## src/rtl/core/ssc_pkg.sv

```systemverilog
// Shared constants, item kind codes and controller/datapath interface types.
package ssc_pkg;

	// Ring geometry
	localparam int BUFFER_DEPTH = 16;
	localparam int PTR_W        = $clog2(BUFFER_DEPTH);
	localparam int CNT_W        = $clog2(BUFFER_DEPTH + 1);

	// Stream and register widths
	localparam int KIND_W     = 3;
	localparam int IN_DATA_W  = 88;
	localparam int OUT_DATA_W = 216;
	localparam int OUT_USER_W = 2;
	localparam int GAIN_W     = 24;
	localparam logic [GAIN_W-1:0] GAIN_RESET = 24'd627733;

	// Item kinds
	localparam logic [KIND_W-1:0] KIND_TICK   = 3'd0;
	localparam logic [KIND_W-1:0] KIND_DONE   = 3'd1;
	localparam logic [KIND_W-1:0] KIND_BUSERR = 3'd2;
	localparam logic [KIND_W-1:0] KIND_POP    = 3'd3;
	localparam logic [KIND_W-1:0] KIND_START  = 3'd4;
	localparam logic [KIND_W-1:0] KIND_STOP   = 3'd5;
	localparam logic [KIND_W-1:0] KIND_CLEAR  = 3'd6;

	// Commands from the controller to the datapath
	typedef struct packed {
		logic in_ready;
		logic capture;
		logic commit;
	} ctrl_cmd_t;

	// Status from the datapath to the controller
	typedef struct packed {
		logic out_free;
	} dp_status_t;

endpackage

```

## src/rtl/core/sensor_sample_capture_fifo_core.sv

```systemverilog
// Flow: an accepted input item passes the execute and commit states before its result
//   item is registered; items are taken one at a time (capture, multiply/ring read, commit),
//   and commit waits while a finished result waits in the output register.
// Reset: arst_n clears sampling, pending read, pointers, fill count and counters
//   and loads the gain register with 627733; ring contents are not cleared.
// Top level of the sensor sample capture ring buffer.
module sensor_sample_capture_fifo_core (
	input  logic                           clk,
	input  logic                           arst_n,
	input  logic                           s_axis_tvalid,
	output logic                           s_axis_tready,
	// from bit 0: launch_ok, byte0, byte1, byte2, byte3, byte4, byte5, now_ms, zero pad
	input  logic [ssc_pkg::IN_DATA_W-1:0]  s_axis_tdata,
	// kind
	input  logic [ssc_pkg::KIND_W-1:0]     s_axis_tuser,
	input  logic                           cfg_we,
	input  logic [ssc_pkg::GAIN_W-1:0]     cfg_wdata,
	output logic                           m_axis_tvalid,
	input  logic                           m_axis_tready,
	// from bit 0: out_x, out_y, out_z, out_time, fill_level, samples_total,
	// bus_errors, overruns, latest_time, zero pad
	output logic [ssc_pkg::OUT_DATA_W-1:0] m_axis_tdata,
	// from bit 0: start_read, sample_valid
	output logic [ssc_pkg::OUT_USER_W-1:0] m_axis_tuser
);
	import ssc_pkg::*;

	ctrl_cmd_t  cmd;
	dp_status_t status;

	// Sequence items
	ssc_ctrl u_ctrl (
		.clk           (clk),
		.arst_n        (arst_n),
		.s_axis_tvalid (s_axis_tvalid),
		.status        (status),
		.cmd           (cmd)
	);

	// Process items
	ssc_datapath u_dp (
		.clk           (clk),
		.arst_n        (arst_n),
		.cmd           (cmd),
		.status        (status),
		.s_axis_tuser  (s_axis_tuser),
		.s_axis_tdata  (s_axis_tdata),
		.cfg_we        (cfg_we),
		.cfg_wdata     (cfg_wdata),
		.m_axis_tvalid (m_axis_tvalid),
		.m_axis_tready (m_axis_tready),
		.m_axis_tdata  (m_axis_tdata),
		.m_axis_tuser  (m_axis_tuser)
	);

	assign s_axis_tready = cmd.in_ready;

endmodule

```

## src/rtl/core/ssc_ctrl.sv

```systemverilog
// Controller state machine: sequences capture, execute and commit of one item.
module ssc_ctrl (
	input  logic               clk,
	input  logic               arst_n,
	input  logic               s_axis_tvalid,
	input  ssc_pkg::dp_status_t status,
	output ssc_pkg::ctrl_cmd_t  cmd
);
	import ssc_pkg::*;

	localparam logic [1:0] ST_IDLE   = 2'd0;
	localparam logic [1:0] ST_EXEC   = 2'd1;
	localparam logic [1:0] ST_COMMIT = 2'd2;

	logic [1:0] state_q;
	logic [1:0] state_d;

	// Decode commands
	always_comb begin
		cmd.in_ready = (state_q == ST_IDLE);
		cmd.capture  = (state_q == ST_IDLE) && s_axis_tvalid;
		cmd.commit   = (state_q == ST_COMMIT) && status.out_free;
	end

	// Next state
	always_comb begin
		state_d = state_q;
		unique case (state_q)
			ST_IDLE: begin
				if (s_axis_tvalid) state_d = ST_EXEC;
			end
			ST_EXEC: begin
				state_d = ST_COMMIT;
			end
			ST_COMMIT: begin
				if (status.out_free) state_d = ST_IDLE;
			end
			default: begin
				state_d = ST_IDLE;
			end
		endcase
	end

	// Hold state
	always_ff @(posedge clk or negedge arst_n) begin
		if (!arst_n) begin
			state_q <= ST_IDLE;
		end else begin
			state_q <= state_d;
		end
	end

endmodule

```

## src/rtl/core/ssc_datapath.sv

```systemverilog
// Datapath: item capture, axis scaling, sample ring, statistics and output register.
module ssc_datapath (
	input  logic                              clk,
	input  logic                              arst_n,
	input  ssc_pkg::ctrl_cmd_t                cmd,
	output ssc_pkg::dp_status_t               status,
	input  logic [ssc_pkg::KIND_W-1:0]        s_axis_tuser,
	input  logic [ssc_pkg::IN_DATA_W-1:0]     s_axis_tdata,
	input  logic                              cfg_we,
	input  logic [ssc_pkg::GAIN_W-1:0]        cfg_wdata,
	output logic                              m_axis_tvalid,
	input  logic                              m_axis_tready,
	output logic [ssc_pkg::OUT_DATA_W-1:0]    m_axis_tdata,
	output logic [ssc_pkg::OUT_USER_W-1:0]    m_axis_tuser
);
	import ssc_pkg::*;

	localparam logic [PTR_W-1:0] PTR_LAST = PTR_W'(BUFFER_DEPTH - 1);
	localparam logic [CNT_W-1:0] CNT_FULL = CNT_W'(BUFFER_DEPTH);

	// Captured item
	logic [KIND_W-1:0] kind_s1;
	logic              launch_s1;
	logic [15:0]       raw_x_s1;
	logic [15:0]       raw_y_s1;
	logic [15:0]       raw_z_s1;
	logic [31:0]       now_s1;

	// Scaling products
	logic signed [40:0] prod_x_s2;
	logic signed [40:0] prod_y_s2;
	logic signed [40:0] prod_z_s2;

	// Ring storage: {time, z, y, x}
	logic [79:0] ring_mem [BUFFER_DEPTH];
	logic [79:0] rd_data_q;

	// Control state
	logic [GAIN_W-1:0] gain_q;
	logic              sampling_q;
	logic              pending_q;
	logic [PTR_W-1:0]  head_q;
	logic [PTR_W-1:0]  tail_q;
	logic [CNT_W-1:0]  count_q;
	logic [31:0]       total_q;
	logic [31:0]       err_q;
	logic [31:0]       ovr_q;
	logic [31:0]       last_q;
	logic              m_valid_q;
	logic [OUT_DATA_W-1:0] m_data_q;
	logic [OUT_USER_W-1:0] m_user_q;

	// Next values at commit
	logic              sampling_d;
	logic              pending_d;
	logic [PTR_W-1:0]  head_d;
	logic [PTR_W-1:0]  tail_d;
	logic [CNT_W-1:0]  count_d;
	logic [31:0]       total_d;
	logic [31:0]       err_d;
	logic [31:0]       ovr_d;
	logic [31:0]       last_d;
	logic              wr_en;
	logic              start_rd;
	logic              valid_rd;
	logic [79:0]       pop_word;
	logic [15:0]       sat_x;
	logic [15:0]       sat_y;
	logic [15:0]       sat_z;

	function automatic logic [PTR_W-1:0] next_idx(input logic [PTR_W-1:0] i);
		return (i == PTR_LAST) ? '0 : i + PTR_W'(1);
	endfunction

	// Floor shift by 20 and clamp to signed 16 bits
	function automatic logic [15:0] sat_q12(input logic signed [40:0] p);
		logic [20:0] q;
		q = p[40:20];
		if (q[20:15] == 6'b000000 || q[20:15] == 6'b111111) return q[15:0];
		return q[20] ? 16'h8000 : 16'h7FFF;
	endfunction

	assign status.out_free = !m_valid_q || m_axis_tready;

	// Capture the accepted item
	always_ff @(posedge clk) begin
		if (cmd.capture) begin
			kind_s1   <= s_axis_tuser;
			launch_s1 <= s_axis_tdata[0];
			raw_x_s1  <= {s_axis_tdata[16:9], s_axis_tdata[8:1]};
			raw_y_s1  <= {s_axis_tdata[32:25], s_axis_tdata[24:17]};
			raw_z_s1  <= {s_axis_tdata[48:41], s_axis_tdata[40:33]};
			now_s1    <= s_axis_tdata[80:49];
		end
	end

	// Scale each axis by the gain
	always_ff @(posedge clk) begin
		prod_x_s2 <= $signed(raw_x_s1) * $signed({1'b0, gain_q});
		prod_y_s2 <= $signed(raw_y_s1) * $signed({1'b0, gain_q});
		prod_z_s2 <= $signed(raw_z_s1) * $signed({1'b0, gain_q});
	end

	assign sat_x = sat_q12(prod_x_s2);
	assign sat_y = sat_q12(prod_y_s2);
	assign sat_z = sat_q12(prod_z_s2);

	// Ring write at head, registered read at tail
	always_ff @(posedge clk) begin
		if (cmd.commit && wr_en) begin
			ring_mem[head_q] <= {now_s1, sat_z, sat_y, sat_x};
		end
		rd_data_q <= ring_mem[tail_q];
	end

	// Work out the item's effect
	always_comb begin
		sampling_d = sampling_q;
		pending_d  = pending_q;
		head_d     = head_q;
		tail_d     = tail_q;
		count_d    = count_q;
		total_d    = total_q;
		err_d      = err_q;
		ovr_d      = ovr_q;
		last_d     = last_q;
		wr_en      = 1'b0;
		start_rd   = 1'b0;
		valid_rd   = 1'b0;
		pop_word   = '0;
		unique case (kind_s1)
			KIND_TICK: begin
				if (sampling_q && !pending_q) begin
					if (launch_s1) begin
						pending_d = 1'b1;
						start_rd  = 1'b1;
					end else begin
						err_d = err_q + 32'd1;
					end
				end
			end
			KIND_DONE: begin
				pending_d = 1'b0;
				if (count_q == CNT_FULL) begin
					tail_d = next_idx(tail_q);
					ovr_d  = ovr_q + 32'd1;
				end else begin
					count_d = count_q + CNT_W'(1);
				end
				wr_en   = 1'b1;
				head_d  = next_idx(head_q);
				total_d = total_q + 32'd1;
				last_d  = now_s1;
			end
			KIND_BUSERR: begin
				pending_d = 1'b0;
				err_d     = err_q + 32'd1;
			end
			KIND_POP: begin
				if (count_q != '0) begin
					valid_rd = 1'b1;
					pop_word = rd_data_q;
					tail_d   = next_idx(tail_q);
					count_d  = count_q - CNT_W'(1);
				end
			end
			KIND_START: begin
				if (!sampling_q) begin
					sampling_d = 1'b1;
					pending_d  = 1'b0;
				end
			end
			KIND_STOP: begin
				sampling_d = 1'b0;
			end
			KIND_CLEAR: begin
				total_d = '0;
				err_d   = '0;
				ovr_d   = '0;
				last_d  = '0;
			end
			default: begin
			end
		endcase
	end

	// Update state on commit, hold the gain register
	always_ff @(posedge clk or negedge arst_n) begin
		if (!arst_n) begin
			gain_q     <= GAIN_RESET;
			sampling_q <= 1'b0;
			pending_q  <= 1'b0;
			head_q     <= '0;
			tail_q     <= '0;
			count_q    <= '0;
			total_q    <= '0;
			err_q      <= '0;
			ovr_q      <= '0;
			last_q     <= '0;
		end else begin
			if (cfg_we) gain_q <= cfg_wdata;
			if (cmd.commit) begin
				sampling_q <= sampling_d;
				pending_q  <= pending_d;
				head_q     <= head_d;
				tail_q     <= tail_d;
				count_q    <= count_d;
				total_q    <= total_d;
				err_q      <= err_d;
				ovr_q      <= ovr_d;
				last_q     <= last_d;
			end
		end
	end

	// Output valid: set on commit, drop when taken
	always_ff @(posedge clk or negedge arst_n) begin
		if (!arst_n) begin
			m_valid_q <= 1'b0;
		end else if (cmd.commit) begin
			m_valid_q <= 1'b1;
		end else if (m_axis_tready) begin
			m_valid_q <= 1'b0;
		end
	end

	// Load the result item
	always_ff @(posedge clk) begin
		if (cmd.commit) begin
			m_user_q <= {valid_rd, start_rd};
			m_data_q <= {3'b000, last_d, ovr_d, err_d, total_d, 5'(count_d), pop_word};
		end
	end

	assign m_axis_tvalid = m_valid_q;
	assign m_axis_tdata  = m_data_q;
	assign m_axis_tuser  = m_user_q;

endmodule

```

## config.mk

```make
export PLATFORM = sky130hd
export DESIGN_NAME = sensor_sample_capture_fifo_core
export DESIGN_NICKNAME = d
export VERILOG_FILES = /design/src/rtl/core/ssc_pkg.sv /design/src/rtl/core/sensor_sample_capture_fifo_core.sv /design/src/rtl/core/ssc_ctrl.sv /design/src/rtl/core/ssc_datapath.sv
export SDC_FILE = /design/constraint.sdc
export NUM_CORES = 2
export LEC_CHECK = 0
export ABC_CLOCK_PERIOD_IN_PS = 14700
export BUFFER_PORTS_ARGS = -buffer_cell sky130_fd_sc_hd__buf_2
export CAP_MARGIN = 10
export CORE_ASPECT_RATIO = 1.4
export CORE_MARGIN = 8
export CORE_UTILIZATION = 45
export DETAILED_ROUTE_END_ITERATION = 12
export PLACE_DENSITY_LB_ADDON = 0.3
export SLEW_MARGIN = 20
export SYNTH_ARGS = -nofsm -noshare
export SYNTH_HDL_FRONTEND = slang
export SYNTH_SLANG_ARGS = --single-unit
```

## constraint.sdc

```tcl
create_clock -name clk -period 14.7 [get_ports clk]
set_clock_uncertainty 0.2 [all_clocks]
set_input_delay 0.735 -clock clk [delete_from_list [all_inputs] [get_ports clk]]
set_output_delay 0.735 -clock clk [all_outputs]
set_load 0.01 [all_outputs]
```

== Word level (Yosys, flattened, before mapping) ==
Memories as Yosys holds them, arrays and structs flattened. A register that Yosys moved wholly into a read port is not among the register bits.
Index checks and enable logic that the tools add are counted.

* Output and inout port bits: 220
* Memories kept: 1
* Latch bits: 0
* Memory bits (read-only): 0
* Flip-flop bits (word level): 592
* Bits in writable memories: 1280
* Input bits: 120
* Word-level logic and storage cells: 127

* Shift operators: 0
* Eq/ne operators: 21
* Reductions and logical operators: 28
* Multiplexer cells: 42
* $lt $le $gt $ge: 0
* Divide/modulo/power cells: 0
* Add/subtract/negate cells: 7
* Bitwise gates (word level): 0
* $mul: 3

{| class="wikitable"
|+ Memories
! name !! depth !! width !! rd ports !! clocked after memory_dff !! wr ports !! line !! RTL
|-
| u_dp.ring_mem || 16 || 80 || 1 || 1 || 1 || ssc_datapath.sv:35 || <nowiki>logic [79:0] ring_mem [BUFFER_DEPTH];</nowiki>
|}

{| class="wikitable"
|+ Operators with widths
! operator !! count
|-
| $pmux W32 S2 || 3
|-
| $mux W16 || 9
|-
| $mul A16 B25 Y41 || 3
|-
| $add A32 B1 Y32 const B || 3
|-
| $mux W32 || 3
|-
| $pmux W32 S3 || 1
|-
| $eq A6 B6 Y1 const B || 3
|-
| $logic_not A6 Y1 || 3
|-
| $mux W4 || 4
|-
| $mux W1 || 13
|-
| $mux W5 || 2
|-
| $ne A2 B1 Y1 const B || 5
|-
| $pmux W5 S2 || 1
|-
| $reduce_and A2 Y1 || 5
|-
| $eq A3 B3 Y1 const B || 3
|-
| $add A4 B1 Y4 const B || 2
|-
| $eq A4 B4 Y1 const B || 2
|-
| $pmux W4 S2 || 1
|-
| $eq A3 B2 Y1 const B || 2
|-
| $pmux W2 S3 || 1
|-
| $reduce_bool A2 Y1 || 3
|-
| $add A5 B1 Y5 const B || 1
|-
| $eq A5 B5 Y1 const B || 1
|-
| $reduce_and A5 Y1 || 1
|-
| other kinds (17) || 26
|}

== Logic depth before layout (Yosys ltp) ==
* Word-level depth: 6
* Depth in mapped cells: 24
* Gate-level depth less buffers: 22

== Modules after synthesis ==
From an unflattened synthesis, not the netlist that was laid out.

* Cells, all modules: 7628
* Area total of the unflattened synthesis: 107066.4 um^2

{| class="wikitable"
|+ By module, submodules not included
! module !! area each (um^2) !! seq. area each (um^2) !! cells each !! instances
|-
| ssc_datapath || 106963.8 || 54492.3 || 7619 || 1
|-
| ssc_ctrl || 102.6 || 50.0 || 9 || 1
|}

== Least setup slack after synthesis ==
OpenSTA, ideal clock, no wires.

* Path kind: register to register
* Start point: register u_dp.kind_s1[0]
* End point: memory u_dp.ring_mem[2][0], enable pin
* Period minus slack after synthesis: 10693 ps
* Stages on the path, launching flop included: 7
* Arrival time: 9750 ps
* Path buffers: 3
* Library setup time: 743 ps
* Path slack: 4007 ps
* Required time: 13757 ps
* Cell sequence: edfxtp_1 -> buf_2 -> nor3b_1 -> clkbuf_1 -> clkbuf_1 -> nand2_1 -> nor4b_1

* Longest elaborated chain between the ends: 5

{| class="wikitable"
|+ RTL lines
! item !! line !! RTL
|-
| from (decl) || ssc_datapath.sv:22 || <nowiki>logic [KIND_W-1:0] kind_s1;</nowiki>
|-
| from (signal assigned) || ssc_datapath.sv:88 || <nowiki>kind_s1 <= s_axis_tuser;</nowiki>
|-
| $eq A3 B1 Y1 || ssc_datapath.sv:131 || <nowiki>unique case (kind_s1)</nowiki>
|-
| $mux W1 || ssc_datapath.sv:131 ||
|-
| $logic_and A1 B1 Y1 || ssc_datapath.sv:110 || <nowiki>if (cmd.commit && wr_en) begin</nowiki>
|-
| $mux W1 || ssc_datapath.sv:110 ||
|-
| $mux W1 (not written as such) || ssc_datapath.sv:111 || <nowiki>ring_mem[head_q] <= {now_s1, sat_z, sat_y, sat_x};</nowiki>
|-
| to (decl) || ssc_datapath.sv:35 ||
|}

No other way between the ends.

== Final worst setup path ==
* Start point: register u_dp.gain_q[10]
* End point: register u_dp.prod_z_s2[40]

* Longest elaborated chain between the ends: 1

{| class="wikitable"
|+ RTL lines
! item !! line !! RTL
|-
| from (decl) || ssc_datapath.sv:39 || <nowiki>logic [GAIN_W-1:0] gain_q;</nowiki>
|-
| from (signal assigned) || ssc_datapath.sv:201 || <nowiki>if (cfg_we) gain_q <= cfg_wdata;</nowiki>
|-
| $mul A16 B25 Y41 || ssc_datapath.sv:101 || <nowiki>prod_z_s2 <= $signed(raw_z_s1) * $signed({1'b0, gain_q});</nowiki>
|-
| to (signal assigned) || ssc_datapath.sv:101 ||
|-
| to (decl) || ssc_datapath.sv:32 || <nowiki>logic signed [40:0] prod_z_s2;</nowiki>
|}

No other way between the ends.
A chain may end at the register's enable or synchronous reset.

==> results.txt <==
Pins Over Slew Limit: 0
Final Critical Period: 7.85 ns
Share of cells above drive strength 1: 14.4%
Syn_area_per_cell: 13.6 um^2
Vias: 62700
Initial DRC Count: 4700
Final Hold Fails: 0
CP arrival: 8.37 ns
Placed inst area: 113000 um^2
Total track usage: 20.0%
Hold Path Class: primary input to register
Initial Utilization: 45.2%
CTS Buf Count: 186
Max Cap Viol: 0
Grt ovf: 0
Synth unique cells: 88
Final setup vio count: 0
Critical Path Sink Type: register
Mapped Area: 108000 um^2
Yosys reg bits: 1892
Slew headroom: 19.8%
Final ANT Viol Nets: 0
Slew @ Worst Pin: 1.20 ns
Max frequency: 127 MHz
Post-synth EDFFs: 1579
First-pass GRT wire length: 401000 um
Run status: completed
Drt drc: 0
Fin crit share: 53.4%
Final HPWL DP: 159000 um
Synth Area in Compound Gates: 3.15%
Sequential area share after synthesis: 50.6%
CTS HTree Levels: 4
Largest net degree at the start of global routing: 174
Mux cell area share after synthesis: 9.08%
Util after Layout: 50.3%
I/O Pins: 340
Simple-gate share of the synthesized area: 9.26%
Core area: 238000 um^2
Cells after synthesis: 7933
Crit start category: register
Rows: 212
CTS clk-pin slew, worst paths: 0.07 ns
YS warnings: 0
WL/cell: 22.4 um
Top FF cell, synth: edfxtp_1
Setup CP Type: register to register
Worst Path Max Fanout: 30
CTS tree: done
Antenna violations before repair: 16
Clock sink count: 1892
Vias in the first global route: 68300
Routed vias/inst: 5.45
Hold slack: 0.0510 ns
Adder-cell area share of the yosys netlist: 21.8%
First drt pass iteration count: 6
Root Driver: clkbuf_16
Final #Nets: 9703
Unrepaired setup endpoints after global routing: no
Setup TNS: 0 ns
XOR/XNOR share of the synthesized area: 0.577%
Design Area, Final: 120000 um^2
Clock Tree Buf Depth: 4
Total wire length: 258000 um
Largest family of logic cells by synthesized area: adder cells
Area growth syn-to-layout: 11.2%
Later-pin clock latency in the skew report: 0.85 ns
Die height: 595 um
CP Data Required Time: 15.22 ns
DIE AREA: 256000 um^2
Routability cong.: 0.840
I/O Buffers: 329
DIE WIDTH: 430 um
Synth async-reset ratio: 8.99%
==> critical path, stage by stage, from the launching register on <==
cell,delay [ns]
dfstp_2,0.87
buf_4,0.55
nand2_1,0.17
fa_1,0.54
fa_1,0.53
fa_1,0.52
inv_1,0.05
fa_1,0.49
fa_1,0.49
inv_1,0.05
fa_1,0.49
inv_1,0.04
ha_1,0.32
a211oi_1,0.24
o211ai_1,0.14
a22oi_1,0.54
a21oi_1,0.20
o21ai_0,0.54
o221ai_1,0.31
and4_1,0.28
nor3_1,0.16
==> repair_timing <==
item / in CTS / in global routing
resized for setup: 0 / 0
hold buffers: 110 / 0
buffers inserted: 0 / 0
endpoints found under the hold margin: 180 / 0
==> path summary, 6_finish.rpt <==
| kind | cells after the start | start | endpoint | slack, ns |
|---|---|---|---|---|
| setup reg to reg | 20 | u_dp.gain_q[10] | u_dp.prod_z_s2[40] | 6.85 |
| hold reg to reg | 2 | u_dp.last_q[1] | u_dp.last_q[1] | 0.28 |
| setup / recovery | 20 | u_dp.gain_q[10] | u_dp.prod_z_s2[40] | 6.85 |
| min in group asynchronous | 2 | arst_n | u_dp.last_q[15] | 0.31 |
| hold / removal | 1 | s_axis_tdata[32] | u_dp.raw_y_s1[15] | 0.05 |
| max in group asynchronous | 4 | arst_n | u_dp.gain_q[1] | 11.93 |
==> cells in the final DEF, fill, tap and decap left out, types with 96 or more instances in the layout <==
master            n
edfxtp_1       1579
inv_1          1166
nand2_1        1037
fa_1            915
and2_1          581
ha_1            415
mux4_2          400
buf_2           328
clkbuf_16       191
dfrtp_1         158
o21ai_0         145
nor2_1          144
dfxtp_1         143
a21oi_1         113
dlygate4sd3_1   110
a21o_1           96
==> cell usage after synthesis (9+ instances only) <==
library cell / instances / share of area [%]
clkbuf_1: 348 / 1.2
edfxtp_1: 1579 / 44
nand4_1: 47 / 0.27
and3_1: 27 / 0.16
ha_1: 415 / 4.8
nor4_1: 11 / 0.064
a21oi_1: 113 / 0.52
buf_1: 38 / 0.13
and2_1: 587 / 3.4
o21a_1: 9 / 0.063
a21o_1: 96 / 0.67
a211oi_1: 15 / 0.10
nand3_1: 73 / 0.34
fa_1: 915 / 17
o21ai_0: 145 / 0.67
dfrtp_1: 162 / 3.8
nand2b_1: 39 / 0.23
mux2i_1: 30 / 0.28
inv_1: 1167 / 4.1
o21bai_1: 10 / 0.070
nor3_1: 36 / 0.17
o31ai_1: 18 / 0.13
a31oi_1: 21 / 0.12
nor2_1: 148 / 0.52
xnor2_1: 50 / 0.41
xor2_1: 21 / 0.17
nand2_1: 1037 / 3.6
dfxtp_1: 143 / 2.7
mux4_2: 400 / 8.4
o211ai_1: 16 / 0.11
a22o_1: 39 / 0.32
buf_2: 11 / 0.051
mux2_2: 42 / 0.44
==> state kept, by name, indices dropped and copies added, names as in the netlist, 2 cells and up <==
| register | flops |
|---|---|
| u_dp.prod_z_s2 | 21 |
| u_dp.err_q | 32 |
| u_dp.head_q | 4 |
| u_ctrl.state_q | 2 |
| u_dp.gain_q | 24 |
| u_dp.rd_data_q | 80 |
| u_dp.tail_q | 4 |
| u_dp.raw_z_s1 | 16 |
| u_dp.prod_y_s2 | 21 |
| u_dp.ring_mem | 1280 |
| u_dp.total_q | 32 |
| u_dp.prod_x_s2 | 21 |
| u_dp.m_axis_tdata | 213 |
| u_dp.ovr_q | 32 |
| u_dp.now_s1 | 32 |
| u_dp.m_axis_tuser | 2 |
| u_dp.raw_y_s1 | 16 |
| u_dp.kind_s1 | 3 |
| u_dp.count_q | 5 |
| u_dp.raw_x_s1 | 16 |
| u_dp.last_q | 32 |
==> layer usage <==
layer / track usage, % / vias to the layer above / routed length [um]
met5: 0 / - / 25
met4: 5.41 / 4 / 6710
met3: 2.87 / 409 / 14700
met2: 35.2 / 1906 / 131000
met1: 26.1 / 33000 / 106000
li1: - / 27400 / -
==> cell families after synthesis <==
kind of cell / count (synthesis)
and+or+nand+nor: 2066
DFF: 1892
buffers and inverters: 1573
adders and majority gates: 1330
AOI/OAI and AO/OA: 528
muxes: 472
xor gates and xnor gates: 71
other: 1
==> through the flow <==
| step | worst slack [ns] | cells |
|---|---|---|
| 6_report | 6.85 | 11500 |
| 5_1_grt | 6.49 | 11500 |
| 4_1_cts | 6.90 | 11500 |
| 3_5_place_dp | 6.93 | 11100 |
| 3_3_place_gp | 6.94 | 11100 |
| 2_1_floorplan | 4.01 | 7935 |
==> layout make-up <==
class                   count  area, um^2
diodes                      6        15.0
repair buffers            533        3530
inverters                1170        4400
clock buffers             246        5190
well taps                3103        3880
clock inverters            87         900
flip-flops and latches   1892       54600
multi-input cells        4470       47400
fillers                 20000      118000
Power is not shown: default switching activity piles up to over one toggle a cycle in this logic, so the estimate is an artifact.
